$ cat src/sle_pkg.sv
`timescale 1ns / 1ps
// Package for the sorted list engine: opcodes, status codes, widths and the
// per-cell command bundle. Used by sle_cell and sorted_list_engine_unit.
package sle_pkg;

  localparam int unsigned DataW    = 32;
  localparam int unsigned DepthDef = 16;

  typedef enum logic [1:0] {
    OP_INSERT = 2'd0,
    OP_SEARCH = 2'd1,
    OP_DELETE = 2'd2,
    OP_READ   = 2'd3
  } sle_op_e;

  typedef enum logic [2:0] {
    ST_INSERTED = 3'd0,
    ST_DELETED  = 3'd1,
    ST_FOUND    = 3'd2,
    ST_NOTFOUND = 3'd3,
    ST_FULL     = 3'd4,
    ST_ENTRY    = 3'd5,
    ST_EMPTY    = 3'd6
  } sle_status_e;

  // broadcast to every cell in the row
  typedef struct packed {
    logic cmp_en;  // latch compare flags against the operand
    logic ins_en;  // open a gap at the insert point and drop the operand in
    logic del_en;  // close the gap left by the first equal entry
    logic rot_en;  // rotate the occupied part down by one (read-out)
  } sle_cmd_t;

endpackage

$ cat src/sle_cell.sv
`timescale 1ns / 1ps
// One slot of the sorted row: holds an entry and its compare flags, and
// takes a neighbour's value on insert, delete or rotate. Depends on sle_pkg.
module sle_cell import sle_pkg::*; (
  input  logic                    clk_i,
  input  logic                    rst_ni,
  input  sle_cmd_t                cmd_i,
  input  logic signed [DataW-1:0] operand_i,
  input  logic                    occ_i,
  input  logic                    first_i,      // this is slot 0
  input  logic                    left_less_i,
  input  logic signed [DataW-1:0] left_entry_i,
  input  logic                    right_occ_i,
  input  logic signed [DataW-1:0] right_entry_i,
  input  logic signed [DataW-1:0] head_entry_i,
  output logic signed [DataW-1:0] entry_o,
  output logic                    less_o,
  output logic                    eq_o
);

  logic signed [DataW-1:0] entry_q, entry_d;
  logic                    less_q, eq_q;

  always_comb begin
    entry_d = entry_q;
    if (cmd_i.ins_en && !less_q) begin
      entry_d = (first_i || left_less_i) ? operand_i : left_entry_i;
    end else if (cmd_i.del_en && occ_i && !less_q) begin
      entry_d = right_entry_i;
    end else if (cmd_i.rot_en) begin
      if (right_occ_i) begin
        entry_d = right_entry_i;
      end else if (occ_i) begin
        entry_d = head_entry_i;
      end
    end
  end

  always_ff @(posedge clk_i) begin
    entry_q <= entry_d;
  end

  always_ff @(posedge clk_i or negedge rst_ni) begin
    if (!rst_ni) begin
      less_q <= 1'b0;
      eq_q   <= 1'b0;
    end else if (cmd_i.cmp_en) begin
      less_q <= occ_i && (entry_q < operand_i);
      eq_q   <= occ_i && (entry_q == operand_i);
    end
  end

  assign entry_o = entry_q;
  assign less_o  = less_q;
  assign eq_o    = eq_q;

endmodule

$ cat src/sorted_list_engine_unit.sv
`timescale 1ns / 1ps
// Top level of the sorted list engine: control, entry count, output register
// and the row of sle_cell slots. Depends on sle_pkg and sle_cell.

// Keeps up to DEPTH signed 32-bit values in ascending order, one per cell of
// a shifting row. Insert, search and delete pass through a compare state, in
// which every cell compares its entry with the operand, and an apply state, in
// which the result is loaded into the output register and a successful insert
// or delete shifts the row up or down by one; the next transaction can be
// taken in the apply state. A read emits one entry per cycle from slot 0 while
// the output is not stalled, as the occupied cells rotate; after its last result
// is loaded the block goes back to idle, where the next transaction is taken.
// The list is back in place when the last entry leaves. An output stall holds
// the block at the point where it would load a result.
module sorted_list_engine_unit import sle_pkg::*; #(
  parameter int unsigned DEPTH = DepthDef
) (
  input  logic                    clk_i,
  input  logic                    rst_ni,
  input  logic                    in_valid_i,
  output logic                    in_stall_o,
  input  logic [1:0]              opcode_i,
  input  logic signed [DataW-1:0] value_i,
  output logic                    out_valid_o,
  input  logic                    out_stall_i,
  output logic [2:0]              status_o,
  output logic signed [DataW-1:0] entry_value_o,
  output logic                    last_o
);

  localparam int unsigned CntW = $clog2(DEPTH + 1);

  typedef enum logic [3:0] {
    S_IDLE  = 4'b0001,
    S_CMP   = 4'b0010,
    S_APPLY = 4'b0100,
    S_READ  = 4'b1000
  } state_e;

  state_e                  state_q, state_d;
  sle_op_e                 op_q;
  logic signed [DataW-1:0] val_q;
  logic [CntW-1:0]         count_q, count_d;
  logic [CntW-1:0]         rd_idx_q, rd_idx_d;

  logic                    out_valid_q, out_valid_d;
  sle_status_e             status_q, status_d;
  logic signed [DataW-1:0] out_val_q, out_val_d;
  logic                    last_q, last_d;

  sle_cmd_t                cmd;
  logic [DEPTH-1:0]        occ, less, eq;
  logic signed [DataW-1:0] entry [DEPTH];

  logic out_free, in_take, found, full, rd_last;

  assign out_free = !out_valid_q || !out_stall_i;
  assign found    = |eq;
  assign full     = (count_q == CntW'(DEPTH));
  assign rd_last  = (rd_idx_q == count_q - CntW'(1));

  assign in_stall_o = !((state_q == S_IDLE) || (state_q == S_APPLY && out_free));
  assign in_take    = in_valid_i && !in_stall_o;

  // row of cells
  for (genvar i = 0; i < DEPTH; i++) begin : g_cell
    logic                    left_less, right_occ;
    logic signed [DataW-1:0] left_entry, right_entry;

    assign occ[i] = (count_q > CntW'(i));

    if (i == 0) begin : g_first
      assign left_less  = 1'b0;
      assign left_entry = val_q;
    end else begin : g_mid
      assign left_less  = less[i-1];
      assign left_entry = entry[i-1];
    end

    if (i == DEPTH - 1) begin : g_end
      assign right_occ   = 1'b0;
      assign right_entry = entry[i];
    end else begin : g_inner
      assign right_occ   = occ[i+1];
      assign right_entry = entry[i+1];
    end

    sle_cell u_cell (
      .clk_i        (clk_i),
      .rst_ni       (rst_ni),
      .cmd_i        (cmd),
      .operand_i    (val_q),
      .occ_i        (occ[i]),
      .first_i      (i == 0),
      .left_less_i  (left_less),
      .left_entry_i (left_entry),
      .right_occ_i  (right_occ),
      .right_entry_i(right_entry),
      .head_entry_i (entry[0]),
      .entry_o      (entry[i]),
      .less_o       (less[i]),
      .eq_o         (eq[i])
    );
  end

  always_comb begin
    state_d     = state_q;
    count_d     = count_q;
    rd_idx_d    = rd_idx_q;
    cmd         = '0;
    out_valid_d = out_stall_i ? out_valid_q : 1'b0;
    status_d    = status_q;
    out_val_d   = out_val_q;
    last_d      = last_q;

    unique case (state_q)
      S_IDLE: begin
        if (in_take) state_d = S_CMP;
      end
      S_CMP: begin
        cmd.cmp_en = 1'b1;
        rd_idx_d   = '0;
        state_d    = (op_q == OP_READ) ? S_READ : S_APPLY;
      end
      S_APPLY: begin
        if (out_free) begin
          out_valid_d = 1'b1;
          out_val_d   = val_q;
          last_d      = 1'b1;
          case (op_q)
            OP_INSERT: begin
              if (full) begin
                status_d = ST_FULL;
              end else begin
                cmd.ins_en = 1'b1;
                count_d    = count_q + CntW'(1);
                status_d   = ST_INSERTED;
              end
            end
            OP_SEARCH: status_d = found ? ST_FOUND : ST_NOTFOUND;
            default: begin
              if (found) begin
                cmd.del_en = 1'b1;
                count_d    = count_q - CntW'(1);
                status_d   = ST_DELETED;
              end else begin
                status_d = ST_NOTFOUND;
              end
            end
          endcase
          state_d = in_take ? S_CMP : S_IDLE;
        end
      end
      S_READ: begin
        if (out_free) begin
          out_valid_d = 1'b1;
          if (count_q == '0) begin
            status_d  = ST_EMPTY;
            out_val_d = '0;
            last_d    = 1'b1;
            state_d   = S_IDLE;
          end else begin
            cmd.rot_en = 1'b1;
            status_d   = ST_ENTRY;
            out_val_d  = entry[0];
            last_d     = rd_last;
            rd_idx_d   = rd_idx_q + CntW'(1);
            if (rd_last) state_d = S_IDLE;
          end
        end
      end
      default: state_d = S_IDLE;
    endcase
  end

  always_ff @(posedge clk_i or negedge rst_ni) begin
    if (!rst_ni) begin
      state_q     <= S_IDLE;
      count_q     <= '0;
      rd_idx_q    <= '0;
      out_valid_q <= 1'b0;
    end else begin
      state_q     <= state_d;
      count_q     <= count_d;
      rd_idx_q    <= rd_idx_d;
      out_valid_q <= out_valid_d;
    end
  end

  always_ff @(posedge clk_i) begin
    if (in_take) begin
      op_q  <= sle_op_e'(opcode_i);
      val_q <= value_i;
    end
    status_q  <= status_d;
    out_val_q <= out_val_d;
    last_q    <= last_d;
  end

  assign out_valid_o   = out_valid_q;
  assign status_o      = status_q;
  assign entry_value_o = out_val_q;
  assign last_o        = last_q;

  // checks
  a_count_bound: assert property (@(posedge clk_i) disable iff (!rst_ni)
    count_q <= CntW'(DEPTH))
    else $error("entry count beyond depth");

  a_full_only_when_full: assert property (@(posedge clk_i) disable iff (!rst_ni)
    (state_q == S_APPLY && out_free && status_d == ST_FULL) |-> full)
    else $error("full reported with room left");

  a_read_keeps_count: assert property (@(posedge clk_i) disable iff (!rst_ni)
    (state_q == S_READ && $past(state_q == S_READ)) |-> $stable(count_q))
    else $error("count moved during read-out");

  a_take_to_cmp: assert property (@(posedge clk_i) disable iff (!rst_ni)
    in_take |=> state_q == S_CMP)
    else $error("accepted transaction did not reach compare");

endmodule

$ cat config.mk
export PLATFORM = sky130hd
export DESIGN_NAME = sorted_list_engine_unit
export DESIGN_NICKNAME = d
export VERILOG_FILES = /design/src/sle_pkg.sv /design/src/sle_cell.sv /design/src/sorted_list_engine_unit.sv
export SDC_FILE = /design/constraint.sdc
export NUM_CORES = 2
export LEC_CHECK = 0
export BUFFER_PORTS_ARGS = -buffer_cell sky130_fd_sc_hd__buf_2
export CORE_ASPECT_RATIO = 1.1
export CORE_MARGIN = 1
export CORE_UTILIZATION = 45
export CTS_CLUSTER_SIZE = 25
export DETAILED_ROUTE_END_ITERATION = 7
export GPL_ROUTABILITY_DRIVEN = 0
export GPL_TIMING_DRIVEN = 0
export SETUP_SLACK_MARGIN = 0.1
export SYNTH_ARGS = -nofsm -noshare
export SYNTH_HDL_FRONTEND = slang
export SYNTH_SLANG_ARGS = --single-unit
$ cat constraint.sdc
create_clock -name clk_i -period 5.3 [get_ports clk_i]
set_clock_uncertainty 0.15 [all_clocks]
set_input_delay 1.06 -clock clk_i [delete_from_list [all_inputs] [get_ports clk_i]]
set_output_delay 1.06 -clock clk_i [all_outputs]
set_load 0.1 [all_outputs]
### Yosys cells after proc, flatten, opt, wreduce, memory -nomap -nowiden

Cells that the tools add are included.

| word-level totals | value |
|---|---|
| logic and storage cells | 423 |
| latch bits | 0 |
| RAM bits | 0 |
| memory bits (read-only) | 0 |
| memories | 0 |
| register bits after elaboration | 629 |

| cells by class | value |
|---|---|
| shift-type cells | 0 |
| reductions and logical operators | 163 |
| div/mod/pow operators | 0 |
| $add $sub $neg | 3 |
| bitwise gates (word level) | 1 |
| $lt $le $gt $ge | 32 |
| equality and inequality tests | 31 |
| multipliers | 0 |
| mux-type cells | 136 |

Operator list:

| operator | count |
|---|---|
| 32-bit two-way mux | 96 |
| 32-bit equality test | 16 |
| 32-bit < comparator | 16 |
| 1-bit logical AND | 82 |
| 32-bit case mux with 2 select lines | 1 |
| 4-bit nonzero test | 14 |
| 3-bit nonzero test | 16 |
| 5-bit by 4-bit > comparator with 1-bit output, second input constant | 8 |
| 2-bit AND reduction | 15 |
| 4-bit two-way mux | 6 |
| 5-bit by 3-bit > comparator with 1-bit output, second input constant | 4 |
| 5-bit two-way mux | 4 |
| 5-bit case mux with 2 select lines | 2 |
| 1-bit zero test | 19 |
| 4-bit case mux with 4 select lines | 1 |
| 16-bit OR reduction | 1 |
| 1-bit two-way mux | 15 |
| 3-bit case mux with 2 select lines | 2 |
| 5-bit by 1-bit adder with 5-bit output, second input constant | 2 |
| 5-bit by 1-bit > comparator with 1-bit output, second input constant | 2 |
| 5-bit by 2-bit > comparator with 1-bit output, second input constant | 2 |
| 2-bit two-way mux | 5 |
| 2-bit != test, second input constant | 5 |
| 2-bit nonzero test | 5 |
| other kinds (21) | 27 |

### Logic depth before layout (Yosys ltp)

| depth | value |
|---|---|
| depth in word-level cells | 9 |
| depth in mapped cells | 12 |

### Cells and area by module

Synthesis repeated with hierarchy kept, for this count alone.

| unflattened totals | value |
|---|---|
| cells, all modules | 5748 |
| area, all modules | 49572.5 µm² |

By module, submodules not included:

| module | area an instance (µm²) | times used | cells an instance | seq. area each (µm²) |
|---|---|---|---|---|
| sle_cell (g_cell[0].u_cell ...) | 2861.5 | 15 | 342 | 1011.0 |
| sorted_list_engine_unit | 3726.1 | 1 | 276 | 2478.6 |
| sle_cell (g_cell[9].u_cell) | 2924.1 | 1 | 342 | 1011.0 |

### Worst setup path before layout

Ideal clock, no wire load.

| timing path | value |
|---|---|
| path type | input port to flip-flop |
| from | in out_stall_i |
| to | reg g_cell[9].u_cell.entry_q[0], enable pin |
| path slack | 284 ps |
| path buffers | 3 |
| stages on the path | 9 |
| arrival | 4401 ps |
| setup time | 466 ps |
| cell sequence | nand2_1 and3_1 buf_4 nand2_4 buf_6 clkbuf_1 nor2_1 nor2_1 o21ai_0 |

| on the way | value |
|---|---|
| longest elaborated chain between the ends | 8 |
| elaborated cells between the ends (all ways) | 12 |
| classes of those cells | mux: 4; reduce/logical: 8 |

Ends and longest elaborated chain:

| item | RTL line | RTL |
|---|---|---|
| start: declaration | sorted_list_engine_unit.sv:25 | `input logic out_stall_i,` |
| 1-bit zero test (*) | sorted_list_engine_unit.sv:57 | `assign out_free = !out_valid_q \|\| !out_stall_i;` |
| 1-bit logical OR (*) | sorted_list_engine_unit.sv:57 |  |
| 2-bit two-way mux | sorted_list_engine_unit.sv:126 | `if (out_free) begin` |
| 2-bit two-way mux | sorted_list_engine_unit.sv:116 | `unique case (state_q)` |
| 1-bit logical AND (2 in a row) | sle_cell.sv:28 | `end else if (cmd_i.del_en && occ_i && !less_q) begin` |
| 4-bit nonzero test (no line) or 3-bit nonzero test (tied branches) | -- |  |
| 2-bit AND reduction (no line) (*) | -- |  |
| end signal: assignment | sle_cell.sv:40 | `entry_q <= entry_d;` |
| end: declaration | sle_cell.sv:21 | `logic signed [DataW-1:0] entry_q, entry_d;` |

Every way passes the cells marked *; elsewhere a longest branch is shown, timed or not.
A chain may end at the register's enable or synchronous reset.

### Final worst setup path

| timing path | value |
|---|---|
| from | reg val_q[30], in the netlist g_cell[0].left_entry[30] |
| to | reg g_cell[14].u_cell.less_q |

| on the way | value |
|---|---|
| longest elaborated chain between the ends | 2 |

Ends and longest elaborated chain:

| item | RTL line | RTL |
|---|---|---|
| start: declaration | sorted_list_engine_unit.sv:42 | `logic signed [DataW-1:0] val_q;` |
| start signal: assignment | sorted_list_engine_unit.sv:193 | `val_q <= value_i;` |
| 32-bit < comparator | sle_cell.sv:48 | `less_q <= occ_i && (entry_q < operand_i);` |
| 1-bit logical AND | sle_cell.sv:48 |  |
| end signal: assignment | sle_cell.sv:48 |  |
| end: declaration | sle_cell.sv:22 | `logic less_q, eq_q;` |

Every way passes these cells.

==> metrics.txt <==
run status finished clean; clock slew at reported path FFs 0.06 ns; sequential share of the synthesized area 0.394; initial antenna violation count 1; Min-Delay Path Class register to register; pin count of the biggest net entering global routing 48; PD cells 338 mW/mm²; initial core utilization 0.454; routed via count 41603; DP Cell Count 6115; final worst slack 0.150 ns; io pins 76; distinct cell type count after synthesis 81; peak supply drop 0.000353 V; Routed WL 187 mm; syn nets 5191; Worst-Margin Slew 1.48 ns; count of state elements after synthesis 629; Adder-Cell Fraction of Synth Area 0.137; gr usage total 0.343; dominant cell type by area after synthesis edfxtp_1; vias in the first global route 40520; CP Max Fanout 16; commonest cells in the netlist nand3_1, edfxtp_1, ha_1; clock sinks 629; Mean Syn Cell Area 10.2 µm²; XOR/XNOR Fraction of Synth Area 0.00241; Reg2Reg Depth 10; largest family of logic cells by synthesized area compound AO/OA/AOI/OAI gates; Max Buffers Root-to-Sink 3; initial DRC count 4867; achievable frequency 0.194 GHz; post-synthesis instance total 4634; vias per cell 6.65; RSZ-0062 raised after global routing no; EDFF count, synth 582; worst skew pair latency 0.66 ns; Rel. slew slack 0.0101; Ys Warns 0; Critical Path End Type register; total CTS buffers 78; DRT Pass-1 Iters 6; CP Launch Type register; post-synthesis mux area share 0.103; Routed Antenna Nets 0; Most used DFF post-synth edfxtp_1; P&R area growth vs syn 11.2%; Critical Path AT 5.54 ns; FP Rows 124; nets@finish 5366; Detail Placement HPWL 152 mm; TritonCTS clock tree built; Die Area 0.106 mm²; post-synthesis simple-gate area fraction 0.151; Die H 342 µm; number of max-cap violations 0; fin crit period 5.15 ns; FFs w/ async S/R, synth 0.0747; Compound-Gate Fraction of Synth Area 0.162; cts hold-fix bufs 0; P_leak 19.6 nW; post-CTS setup buffers 0; Synth top area share 0.369; final-report setup violation count 0; WL per Instance 29.9 µm; Hold Path Stages 2; Fin. Hold Viols 0; layout cell share with drive strength beyond 1 0.0959; htree depth 3; IO buf count 75; gr ovfl total 0; Filler cells 9652; worst slack, placed -0.0507 ns; synth top area cells edfxtp_1, ha_1, mux2i_1; most frequent cell after synthesis nand3_1; CP required 5.69 ns; Setup Crit Path Kind register to register; Post-Syn Area 0.0473 mm²; Layout Cells excl Fill 6258; die width 311 µm; clock root cell clkbuf_16; DRC errors left 0; Max Slew Vio Count 0; final period utilization 0.972; area of the core 0.104 mm²; first-pass GRT wire length 270 mm
critical path: stages (launching register included):
cell and delay (ns):
edfxtp_1 0.33, clkbuf_1 0.54, clkbuf_1 0.73, inv_1 0.67
ha_1 0.55, nand4_1 0.15, nor4_1 0.67, nand4_1 0.32
a31oi_1 0.48, nor3_1 0.12, o41ai_1 0.31
kinds of logic (layout without fill, tap and decap cells):
family | after synthesis | in the layout
muxes | 481 | 481
and+or+nand+nor | 1413 | 1413
other | 0 | 1
buffers and inverters | 508 | 745
AOI/OAI and AO/OA | 1071 | 1071
xor gates and xnor gates | 13 | 13
adders and majority gates | 519 | 519
DFF | 629 | 629
layout make-up:
class | instances | area (µm²) | share of cell area
Multi-Input combinational cell | 3497 | 26600 | 0.505
Sequential cell | 629 | 18700 | 0.355
Clock buffer | 107 | 2180 | 0.0415
Buffer | 450 | 2140 | 0.0407
Tap cell | 1386 | 1730 | 0.0330
Timing Repair Buffer | 95 | 851 | 0.0162
Clock inverter | 35 | 264 | 0.00502
Inverter | 58 | 218 | 0.00414
Antenna cell | 1 | 2.50 | 0.0000476
state kept, by name, summed over array words and instances, names as in the netlist, 2 cells and up:
| name | cells |
|---|---|
| g_cell.u_cell.entry_o | 512 |
| entry_value_o | 32 |
| g_cell.left_entry | 32 |
| g_cell.u_cell.eq_o | 16 |
| g_cell.u_cell.less_o | 16 |
| count_q | 5 |
| rd_idx_q | 5 |
| state_q | 4 |
| status_o | 3 |
| op_q | 2 |
layer usage:
metal	up-vias	routed length (µm)	GRT usage
met5	-	0	0
met4	0	11600	0.198
met3	480	15500	0.0450
met2	2296	83500	0.541
met1	20272	76700	0.454
li1	18555	-	-
placed cells by master (no fill, tap or decap), types with 38 or more instances in the layout:
| cell type | n |
|---|---|
| a211oi_1 | 52 |
| o211ai_1 | 398 |
| buf_2 | 189 |
| o21ai_0 | 89 |
| a21oi_1 | 228 |
| inv_1 | 58 |
| nand2_1 | 185 |
| nand3_1 | 841 |
| nand4_1 | 113 |
| dfrtp_1 | 46 |
| nor2_1 | 87 |
| edfxtp_1 | 582 |
| mux2i_1 | 450 |
| clkbuf_16 | 81 |
| nor2b_1 | 49 |
| clkbuf_1 | 249 |
| buf_6 | 38 |
| a22o_1 | 65 |
| buf_1 | 63 |
| a21o_1 | 67 |
| ha_1 | 519 |
metrics by stage:
stage | hold slack [ns] | TNS (ns) | power (W) | cell area (µm²) | utilization
4_1_cts | 0.326 | 0 | 0.0177 | 52600 | 0.505
3_3_place_gp | 0.300 | -468.35 | 0.0121 | 49400 | 0.475
5_1_grt | 0.345 | 0 | 0.0185 | 52600 | 0.505
6_report | 0.327 | 0 | 0.0178 | 52600 | 0.505
2_1_floorplan | 0.290 | 0 | 0.0103 | 47300 | -
3_5_place_dp | 0.311 | -0.0507 | 0.0123 | 50100 | 0.482
where the power goes:
| group | internal (W) | switching (W) | total [W] |
|---|---|---|---|
| registers | 0.00577 | 0.000220 | 0.00599 |
| clock network | 0.00307 | 0.00233 | 0.00540 |
| logic | 0.00221 | 0.00421 | 0.00642 |
final timing paths:
path,slack (ns),startpoint,to
setup / recovery,0.15,g_cell[0].left_entry[30],g_cell[14].u_cell.less_o
hold reg to reg,0.33,g_cell[5].u_cell.eq_o,g_cell[5].u_cell.eq_o
setup reg to reg,0.15,g_cell[0].left_entry[30],g_cell[14].u_cell.less_o
min in group asynchronous,0.52,rst_ni,g_cell[14].u_cell.eq_o
hold / removal,0.33,g_cell[5].u_cell.eq_o,g_cell[5].u_cell.eq_o
max in group asynchronous,3.61,rst_ni,g_cell[2].u_cell.less_o
repair_timing:
item | in CTS | in global routing
gates resized for setup | 2 | 1
setup endpoints to repair | 2 | 1
endpoints found under the hold margin | 0 | 0
(Power assumes the default switching activity.)
